==> config.mk <==
export PLATFORM = sky130hd
export DESIGN_NAME = notification_led_pattern_arbiter
export DESIGN_NICKNAME = d
export VERILOG_FILES = /design/src/design/nlpa_pkg.sv /design/src/design/notification_led_pattern_arbiter.sv /design/src/design/nlpa_front.sv /design/src/design/nlpa_queue.sv /design/src/design/nlpa_back.sv
export SDC_FILE = /design/constraint.sdc
export NUM_CORES = 2
export LEC_CHECK = 0
export CAP_MARGIN = 30
export CORE_MARGIN = 2
export CORE_UTILIZATION = 45
export DETAILED_ROUTE_END_ITERATION = 16
export DONT_BUFFER_PORTS = 1
export SYNTH_ARGS = -nofsm -noshare
export SYNTH_HDL_FRONTEND = slang
export SYNTH_SLANG_ARGS = --single-unit
export TNS_END_PERCENT = 100
==> constraint.sdc <==
create_clock -name clock -period 21.6 [get_ports clock]
set_clock_uncertainty 0.15 [all_clocks]
set_input_delay 2.16 -clock clock [delete_from_list [all_inputs] [get_ports clock]]
set_output_delay 2.16 -clock clock [all_outputs]
set_load 0.01 [all_outputs]
==> src/design/nlpa_pkg.sv <==
package nlpa_pkg;

   // slot codes
   localparam logic [1:0] SLOT_BATTERY   = 2'd0;
   localparam logic [1:0] SLOT_NOTIFY    = 2'd1;
   localparam logic [1:0] SLOT_ATTENTION = 2'd2;
   // cmd code that names no slot; nothing is stored for it
   localparam logic [1:0] SLOT_UNUSED    = 2'd3;
   localparam int         SLOT_COUNT     = 3;

   localparam int         RAMP_STEPS_DEF  = 8;
   localparam int         RAMP_TABLE_LEN  = 8;
   localparam int         RAMP_IDX_W      = 3;
   localparam int         DUTY_BITS       = 7;
   localparam int         DUTY_W          = 56;
   localparam int         QUEUE_DEPTH_DEF = 2;
   localparam logic [7:0] RAMP_STEP_RESET = 8'd50;
   localparam logic [7:0] ALPHA_FULL      = 8'hff;

   // luma weights
   localparam logic [7:0] LUMA_R = 8'd77;
   localparam logic [7:0] LUMA_G = 8'd150;
   localparam logic [7:0] LUMA_B = 8'd29;

   typedef struct packed {
      logic [1:0]  cmd;
      logic [31:0] color;
      logic        flash_timed;
      logic [15:0] on_ms;
      logic [15:0] off_ms;
   } req_type;

   typedef struct packed {
      logic [1:0]        source_shown;
      logic              blink_enable;
      logic [7:0]        white_level;
      logic [DUTY_W-1:0] duty_ramp;
      logic [15:0]       pause_low_ms;
      logic [15:0]       pause_high_ms;
      logic [7:0]        step_ms;
   } rsp_type;

   // classified update handed from front to back
   typedef struct packed {
      logic [1:0]  source;
      logic [23:0] rgb;
      logic [15:0] on_time;
      logic [15:0] off_time;
   } cls_type;

   // exact x/255 for products of two bytes
   function automatic logic [7:0] div255(input logic [15:0] x);
      logic [16:0] s;
      s = {1'b0, x} + 17'd1 + {9'd0, x[15:8]};
      return s[15:8];
   endfunction

   function automatic logic [6:0] ramp_value(input logic [RAMP_IDX_W-1:0] idx);
      logic [6:0] v;
      case (idx)
         3'd0: v = 7'd0;
         3'd1: v = 7'd12;
         3'd2: v = 7'd25;
         3'd3: v = 7'd37;
         3'd4: v = 7'd50;
         3'd5: v = 7'd72;
         3'd6: v = 7'd85;
         3'd7: v = 7'd100;
         default: v = 7'd0;
      endcase
      return v;
   endfunction

endpackage

==> src/design/notification_led_pattern_arbiter.sv <==
// channel     | ports                               | transfer when
// ------------+-------------------------------------+------------------------
// update in   | push, full, req_data                | push && !full
// result out  | pop, empty, rsp_data                | pop && !empty
// step config | csr_write_en, csr_write_data        | csr_write_en
//
// front: capture, alpha multiply, slot store, select for each update
// back: takes the entry, computes luma, runs the two-step duty ramp loop, which sets
// the pace, and then loads the output register
// reset is synchronous; slots clear to zero and the step register to 50 ms
// a held result stalls only the back; the queue lets the front keep going
module notification_led_pattern_arbiter import nlpa_pkg::*; #(
   parameter int RAMP_STEPS  = RAMP_STEPS_DEF,
   parameter int QUEUE_DEPTH = QUEUE_DEPTH_DEF
) (
   input  logic       clock,
   input  logic       reset,
   input  logic       push,
   output logic       full,
   input  req_type    req_data,
   output logic       empty,
   input  logic       pop,
   output rsp_type    rsp_data,
   input  logic       csr_write_en,
   input  logic [7:0] csr_write_data
);

   // classified updates between front and back
   logic    q_push;
   logic    q_full;
   logic    q_pop;
   logic    q_empty;
   cls_type q_wr_data;
   cls_type q_rd_data;

   // front: alpha scaling, slot store and source pick
   nlpa_front u_front (
      .clock    (clock),
      .reset    (reset),
      .push     (push),
      .full     (full),
      .req_data (req_data),
      .q_push   (q_push),
      .q_full   (q_full),
      .q_data   (q_wr_data)
   );

   // short queue so either side can stall alone
   nlpa_queue #(
      .QUEUE_DEPTH (QUEUE_DEPTH)
   ) u_queue (
      .clock   (clock),
      .reset   (reset),
      .push    (q_push),
      .full    (q_full),
      .wr_data (q_wr_data),
      .pop     (q_pop),
      .empty   (q_empty),
      .rd_data (q_rd_data)
   );

   // back: luma, duty ramp, pause and step timing, result register
   nlpa_back #(
      .RAMP_STEPS (RAMP_STEPS)
   ) u_back (
      .clock          (clock),
      .reset          (reset),
      .csr_write_en   (csr_write_en),
      .csr_write_data (csr_write_data),
      .q_empty        (q_empty),
      .q_pop          (q_pop),
      .q_data         (q_rd_data),
      .empty          (empty),
      .pop            (pop),
      .rsp_data       (rsp_data)
   );

endmodule

==> src/design/nlpa_front.sv <==
module nlpa_front import nlpa_pkg::*; (
   input  logic    clock,
   input  logic    reset,
   input  logic    push,
   output logic    full,
   input  req_type req_data,
   output logic    q_push,
   input  logic    q_full,
   output cls_type q_data
);

   typedef enum logic [3:0] {
      F_IDLE  = 4'b0001,
      F_MUL   = 4'b0010,
      F_STORE = 4'b0100,
      F_SEL   = 4'b1000
   } front_state_type;

   front_state_type state_ff, state_in;
   req_type         item_ff;
   logic [15:0]     prod_ff [3];
   logic [15:0]     prod_in [3];

   logic [23:0] slot_rgb_ff      [SLOT_COUNT];
   logic        slot_timed_ff    [SLOT_COUNT];
   logic [15:0] slot_on_time_ff  [SLOT_COUNT];
   logic [15:0] slot_off_time_ff [SLOT_COUNT];

   logic [7:0]  alpha;
   logic        do_scale;
   logic [23:0] store_rgb;
   logic [1:0]  sel;

   assign alpha    = item_ff.color[31:24];
   assign do_scale = (item_ff.cmd == SLOT_NOTIFY) && (alpha != 8'd0) && (alpha != ALPHA_FULL);
   assign full     = (state_ff != F_IDLE);

   // channel times alpha
   always_comb begin
      for (int c = 0; c < 3; c++) begin
         prod_in[c] = 16'(item_ff.color[c*8 +: 8]) * 16'(alpha);
      end
   end

   always_comb begin
      store_rgb = item_ff.color[23:0];
      if (do_scale) begin
         for (int c = 0; c < 3; c++) begin
            store_rgb[c*8 +: 8] = div255(prod_ff[c]);
         end
      end
   end

   // attention over notification over battery
   always_comb begin
      if (slot_rgb_ff[SLOT_ATTENTION] != 24'd0) begin
         sel = SLOT_ATTENTION;
      end else if (slot_rgb_ff[SLOT_NOTIFY] != 24'd0) begin
         sel = SLOT_NOTIFY;
      end else begin
         sel = SLOT_BATTERY;
      end
   end

   always_comb begin
      q_data.source   = sel;
      q_data.rgb      = slot_rgb_ff[sel];
      q_data.on_time  = slot_timed_ff[sel] ? slot_on_time_ff[sel] : 16'd0;
      q_data.off_time = slot_timed_ff[sel] ? slot_off_time_ff[sel] : 16'd0;
   end

   assign q_push = (state_ff == F_SEL) && !q_full;

   always_comb begin
      state_in = state_ff;
      case (state_ff)
         F_IDLE:  if (push) state_in = F_MUL;
         F_MUL:   state_in = F_STORE;
         F_STORE: state_in = F_SEL;
         F_SEL:   if (!q_full) state_in = F_IDLE;
         default: state_in = F_IDLE;
      endcase
   end

   always_ff @(posedge clock) begin
      if (reset) begin
         state_ff <= F_IDLE;
      end else begin
         state_ff <= state_in;
      end
   end

   always_ff @(posedge clock) begin
      if (state_ff == F_IDLE && push) begin
         item_ff <= req_data;
      end
      if (state_ff == F_MUL) begin
         prod_ff <= prod_in;
      end
   end

   // slot store, unused code writes nothing
   always_ff @(posedge clock) begin
      if (reset) begin
         for (int s = 0; s < SLOT_COUNT; s++) begin
            slot_rgb_ff[s]      <= 24'd0;
            slot_timed_ff[s]    <= 1'b0;
            slot_on_time_ff[s]  <= 16'd0;
            slot_off_time_ff[s] <= 16'd0;
         end
      end else if (state_ff == F_STORE && item_ff.cmd != SLOT_UNUSED) begin
         slot_rgb_ff[item_ff.cmd]      <= store_rgb;
         slot_timed_ff[item_ff.cmd]    <= item_ff.flash_timed;
         slot_on_time_ff[item_ff.cmd]  <= item_ff.on_ms;
         slot_off_time_ff[item_ff.cmd] <= item_ff.off_ms;
      end
   end

endmodule

==> src/design/nlpa_queue.sv <==
module nlpa_queue import nlpa_pkg::*; #(
   parameter int QUEUE_DEPTH = QUEUE_DEPTH_DEF
) (
   input  logic    clock,
   input  logic    reset,
   input  logic    push,
   output logic    full,
   input  cls_type wr_data,
   input  logic    pop,
   output logic    empty,
   output cls_type rd_data
);

   localparam int PTR_W = (QUEUE_DEPTH > 1) ? $clog2(QUEUE_DEPTH) : 1;
   localparam int CNT_W = $clog2(QUEUE_DEPTH + 1);

   cls_type            entry_ff [QUEUE_DEPTH];
   logic [PTR_W-1:0]   wr_ptr_ff, wr_ptr_in;
   logic [PTR_W-1:0]   rd_ptr_ff, rd_ptr_in;
   logic [CNT_W-1:0]   count_ff, count_in;
   logic               do_push, do_pop;

   assign full    = (count_ff == CNT_W'(QUEUE_DEPTH));
   assign empty   = (count_ff == '0);
   assign do_push = push && !full;
   assign do_pop  = pop && !empty;
   assign rd_data = entry_ff[rd_ptr_ff];

   always_comb begin
      wr_ptr_in = wr_ptr_ff;
      rd_ptr_in = rd_ptr_ff;
      count_in  = count_ff;
      if (do_push) begin
         wr_ptr_in = (wr_ptr_ff == PTR_W'(QUEUE_DEPTH - 1)) ? '0 : wr_ptr_ff + 1'b1;
      end
      if (do_pop) begin
         rd_ptr_in = (rd_ptr_ff == PTR_W'(QUEUE_DEPTH - 1)) ? '0 : rd_ptr_ff + 1'b1;
      end
      if (do_push && !do_pop) begin
         count_in = count_ff + 1'b1;
      end else if (do_pop && !do_push) begin
         count_in = count_ff - 1'b1;
      end
   end

   always_ff @(posedge clock) begin
      if (reset) begin
         wr_ptr_ff <= '0;
         rd_ptr_ff <= '0;
         count_ff  <= '0;
      end else begin
         wr_ptr_ff <= wr_ptr_in;
         rd_ptr_ff <= rd_ptr_in;
         count_ff  <= count_in;
      end
   end

   always_ff @(posedge clock) begin
      if (do_push) begin
         entry_ff[wr_ptr_ff] <= wr_data;
      end
   end

endmodule

==> src/design/nlpa_back.sv <==
module nlpa_back import nlpa_pkg::*; #(
   parameter int RAMP_STEPS = RAMP_STEPS_DEF
) (
   input  logic       clock,
   input  logic       reset,
   input  logic       csr_write_en,
   input  logic [7:0] csr_write_data,
   input  logic       q_empty,
   output logic       q_pop,
   input  cls_type    q_data,
   output logic       empty,
   input  logic       pop,
   output rsp_type    rsp_data
);

   localparam int RAMP_PAIRS = (RAMP_STEPS + 1) / 2;
   localparam int CNT_W      = (RAMP_PAIRS > 1) ? $clog2(RAMP_PAIRS) : 1;
   localparam int DIV_D      = 2 * RAMP_STEPS;
   localparam int DIV_S      = 16 + $clog2(DIV_D);
   localparam int PROD_W     = 16 + DIV_S + 1;
   localparam int SPAN_W     = 8 + $clog2(DIV_D + 1);
   // reciprocal of twice the step count, rounded up so the shift is exact on 16 bits
   localparam logic [DIV_S:0] DIV_M = (DIV_S + 1)'((2 ** DIV_S) / DIV_D + 1);

   typedef enum logic [3:0] {
      B_IDLE = 4'b0001,
      B_LUMA = 4'b0010,
      B_RAMP = 4'b0100,
      B_DONE = 4'b1000
   } back_state_type;

   back_state_type     state_ff, state_in;
   cls_type            ent_ff;
   logic [7:0]         ramp_step_ff;
   logic [7:0]         white_ff, white_in;
   logic               blink_ff, blink_in;
   logic [SPAN_W-1:0]  span_ff, span_in;
   logic [PROD_W-1:0]  qprod_ff, qprod_in;
   logic [CNT_W-1:0]   cnt_ff;
   logic [DUTY_W-1:0]  duty_ff, duty_in;
   logic               last_pair;
   rsp_type            rsp_ff, rsp_in;
   logic               rsp_valid_ff;
   logic               load_rsp;
   logic [15:0]        luma_sum;
   logic               clamped;

   assign empty     = !rsp_valid_ff;
   assign rsp_data  = rsp_ff;
   assign q_pop     = (state_ff == B_IDLE) && !q_empty;
   assign last_pair = (cnt_ff == CNT_W'(RAMP_PAIRS - 1));
   assign load_rsp  = (state_ff == B_DONE) && (!rsp_valid_ff || pop);

   // luma, blink decision, ramp span and quotient product
   always_comb begin
      luma_sum = 16'(ent_ff.rgb[23:16]) * 16'(LUMA_R)
               + 16'(ent_ff.rgb[15:8]) * 16'(LUMA_G)
               + 16'(ent_ff.rgb[7:0]) * 16'(LUMA_B);
      white_in = luma_sum[15:8];
      blink_in = (ent_ff.on_time != 16'd0) && (ent_ff.off_time != 16'd0);
      span_in  = SPAN_W'(ramp_step_ff) * SPAN_W'(DIV_D);
      qprod_in = PROD_W'(ent_ff.on_time) * PROD_W'(DIV_M);
   end

   // two ramp steps per cycle
   always_comb begin
      logic [RAMP_IDX_W-1:0] idx;
      logic [15:0]           prod;
      duty_in = duty_ff;
      for (int j = 0; j < 2; j++) begin
         idx  = RAMP_IDX_W'({cnt_ff, 1'(j)});
         prod = 16'(ramp_value(idx)) * 16'(white_ff);
         if (int'(idx) < RAMP_STEPS) begin
            duty_in[int'(idx)*DUTY_BITS +: DUTY_BITS] = DUTY_BITS'(div255(prod));
         end
      end
   end

   always_comb begin
      clamped = 16'(span_ff) > ent_ff.on_time;
      rsp_in  = '0;
      rsp_in.source_shown = ent_ff.source;
      rsp_in.blink_enable = blink_ff;
      rsp_in.white_level  = white_ff;
      if (blink_ff) begin
         rsp_in.duty_ramp     = duty_ff;
         rsp_in.pause_low_ms  = ent_ff.off_time;
         rsp_in.pause_high_ms = clamped ? 16'd0 : ent_ff.on_time - 16'(span_ff);
         rsp_in.step_ms       = clamped ? qprod_ff[DIV_S +: 8] : ramp_step_ff;
      end
   end

   always_comb begin
      state_in = state_ff;
      case (state_ff)
         B_IDLE:  if (!q_empty) state_in = B_LUMA;
         B_LUMA:  state_in = B_RAMP;
         B_RAMP:  if (last_pair) state_in = B_DONE;
         B_DONE:  if (load_rsp) state_in = B_IDLE;
         default: state_in = B_IDLE;
      endcase
   end

   always_ff @(posedge clock) begin
      if (reset) begin
         state_ff     <= B_IDLE;
         rsp_valid_ff <= 1'b0;
         ramp_step_ff <= RAMP_STEP_RESET;
         cnt_ff       <= '0;
      end else begin
         state_ff <= state_in;
         if (csr_write_en) begin
            ramp_step_ff <= csr_write_data;
         end
         if (load_rsp) begin
            rsp_valid_ff <= 1'b1;
         end else if (pop) begin
            rsp_valid_ff <= 1'b0;
         end
         if (state_ff == B_RAMP) begin
            cnt_ff <= last_pair ? '0 : cnt_ff + 1'b1;
         end
      end
   end

   always_ff @(posedge clock) begin
      if (q_pop) begin
         ent_ff  <= q_data;
         duty_ff <= '0;
      end
      if (state_ff == B_LUMA) begin
         white_ff <= white_in;
         blink_ff <= blink_in;
         span_ff  <= span_in;
         qprod_ff <= qprod_in;
      end
      if (state_ff == B_RAMP) begin
         duty_ff <= duty_in;
      end
      if (load_rsp) begin
         rsp_ff <= rsp_in;
      end
   end

endmodule

==> impl_metrics.ini <==
[global_route]
grt_usage_pct = 19.1
grt_pass1_wl_um = 138000
grt-ovfl-total = 0
antenna_found_initial = 3
grt_pass1_vias = 25100
grt_max_degree = 87

[clock_tree]
ctsHtreeMaxLevel = 3
cts.path.max_buffers = 3
root_buffer = clkbuf_16
cts_buffers = 76
ctsHoldBuffers = 0
postCtsSetupRepairBufs = 0
cts_tree = built
insertion_delay_ps = 640
cts_sinks = 671
cts.reportedPaths.clkPinSlew_ps = 60
cts_resized = 0

[logic_synthesis]
synth_xor_xnor_area_share_pct = 2.32
synth-simple-area-share_pct = 13.1
synth_compound_area_share_pct = 6.77
ys_types = 86
postSynthCellCount = 3290
synth_flop_cell = edfxtp_1
ys_seq_elements = 671
synth-adder-area-share_pct = 20.3
synth_edf_count = 648
seq_area_frac_synth_pct = 49.9
avgSynthCellArea_um2 = 12.1
synth_nets = 3893
syn_area_mm2 = 0.0399
synth.mux.area_fraction_pct = 3.18
synth_top_family_by_area = adder cells
synth-async-reset-ratio_pct = 0
ys.warnings.count = 0

[sta]
finalSetupTns_ps = 0
slew_headroom_pct = 31.6
rsz0062_at_grt = no
final_max_slew_viol_count = 0
setup_slack_ps = 12820
tightest_slew_ps = 1020
hold_viol_final = 0
max_freq_mhz = 114
setup_viol = 0
post-route-period-util_pct = 40.6
finalCriticalPeriod_ps = 8780

[power_and_ir_drop]
ir_drop_v = 0.000267
p_total_mw = 5.81
power_density_mw_per_mm2 = 132
leakagePower_nw = 17.9

[hold_path]
min_path_type = reg2reg

[worst_setup_path]
crit_type = reg2reg
crit_required_ps = 21940
cp_common_cell = ha_1
slowest_delay_ps = 760
crit_buf_inv = 4
crit_path_top_delay_cell = ha_1
arrival_ps = 9120
cp-end-kind = register
path_max_fanout = 32
path_delay_family = adder cells
worstSetupStartpointType = register

[layout]
n_antenna_cell = 0
fin_area_mm2 = 0.0438
final_nets = 3895
final_core_util_pct = 49.8
mostFrequentLayoutCell = edfxtp_1
drive_gt1_share_pct = 7.46
mostFrequentLayoutCells = 648 x edfxtp_1, 358 x inv_1, 316 x ha_1, 291 x and2_1, 248 x nor2_1
area_growth_syn_to_layout_pct = 9.80

[route]
drcViolationCount = 0
vias = 24000
routedWlPerCell_um = 19.0
totalWireLength_um = 85800
firstDrtPassIters = 5
via_per_inst = 5.32
drt_iter0_drc = 1420
drtAntennaViolNets = 0

[placement]
port_buffers = 0
gp_congestion = 0.880
postPlaceCellArea_mm2 = 0.0413
hpwl_um = 62000
pre_cts_ws_ps = 12940

[floorplanning]
initial_utilization_pct = 45.3
core-area_mm2 = 0.0881
num_rows = 109
ios = 189
chipHeight_um = 302
die_w_um = 302
dieArea_mm2 = 0.0911

[flow_run]
cap_violations = 0

[run_status]
status = finished, final reports clean
worst reg2reg max path, stage by stage, from the launching register on:
cell       delay [ps]
dfxtp_1           300
buf_4             230
inv_2             270
ha_1              760
inv_1             320
nand2_1           150
fa_1              450
fa_1              550
inv_1              60
fa_1              480
ha_1              300
ha_1              390
a21o_1            250
a2111oi_1         500
a31oi_2           190
a21o_1            220
a21oi_1           170
xnor2_1           340
ha_1              350
nand2b_1          140
and4b_2           300
nand3_2           150
or2_4             300
a211o_1           310
xnor2_1           610
mux2i_1           200
o21ai_1           180
final timing paths:
path	from	to	slack, ps	cells past startpoint
max reg2reg	u_back.cnt_ff[0]$_SDFFE_PP0P_	u_back.duty_ff[17]$_SDFFCE_PN0P_	12820	26
min	u_back.ramp_step_ff[2]$_SDFFE_PP0P_	u_back.span_ff[6]$_DFFE_PN_	330	0
min reg2reg	u_back.ramp_step_ff[2]$_SDFFE_PP0P_	u_back.span_ff[6]$_DFFE_PN_	330	0
max	u_back.cnt_ff[0]$_SDFFE_PP0P_	u_back.duty_ff[17]$_SDFFCE_PN0P_	12820	26
stage by stage:
step | hold slack (ps) | std cells
after global placement | 309 | 4373
after global routing | 341 | 4516
after CTS | 329 | 4513
after floorplan | 250 | 3290
after detailed placement | 305 | 4376
final | 328 | 4516
state kept, by name, indices dropped and copies added, names as in the netlist, 3 cells and up:
signal	count
u_queue.entry_ff	116
u_back.rsp_data	107
u_front.slot_rgb_ff	72
u_front.item_ff	59
u_back.ent_ff	58
u_back.duty_ff	56
u_front.prod_ff	48
u_front.slot_off_time_ff	48
u_front.slot_on_time_ff	48
u_back.qprod_ff	8
u_back.ramp_step_ff	8
u_back.span_ff	8
u_back.white_ff	8
u_front.alpha	8
u_back.state_ff	4
u_front.state_ff	4
u_front.slot_timed_ff	3
layout make-up:
| type | count | area [µm²] |
|---|---|---|
| Sequential cell | 671 | 19900 |
| Multi-Input combinational cell | 2144 | 18300 |
| Clock buffer | 102 | 2100 |
| Tap cell | 1165 | 1460 |
| Fill cell | 7787 | 44300 |
| Timing Repair Buffer | 36 | 375 |
| Clock inverter | 35 | 325 |
| Inverter | 363 | 1360 |
cells by family after synthesis:
| family | count (synthesis) |
|---|---|
| simple gates | 1003 |
| flops | 671 |
| fa+ha+maj | 523 |
| buf+inv | 475 |
| compound gates | 395 |
| mux | 119 |
| xor+xnor | 104 |
per-layer routing:
| metal | up-vias | routed length (µm) | GRT usage (%) |
|---|---|---|---|
| met5 | - | 7 | 0 |
| met4 | 2 | 2250 | 6.25 |
| met3 | 138 | 3400 | 2.52 |
| met2 | 553 | 43700 | 33.6 |
| met1 | 11900 | 36500 | 24.3 |
| li1 | 11400 | - | - |
Yosys cell counts (23+ instances only):
library cell	count	area share (%)
clkbuf_1	91	0.86
and3_1	53	0.83
xor2_1	39	0.86
ha_1	316	9.9
a211oi_1	41	0.77
mux2_2	58	1.6
nand2_1	170	1.6
inv_1	360	3.4
nor2b_1	74	1.2
mux2i_1	60	1.5
dfxtp_1	23	1.2
and2_1	292	4.6
a21oi_1	105	1.3
nor3_1	35	0.44
o21a_1	33	0.62
nand3_1	24	0.30
fa_1	207	10
o21ai_0	52	0.65
edfxtp_1	648	49
nor2_1	251	2.4
o21bai_1	29	0.55
xnor2_1	63	1.4
where the power goes:
part	total [mW]	switching, mW	internal [mW]
sequential	1.78	0.0901	1.69
combinational	2.78	1.54	1.24
clock	1.25	0.530	0.718
Power figures use the tool's default switching activity.
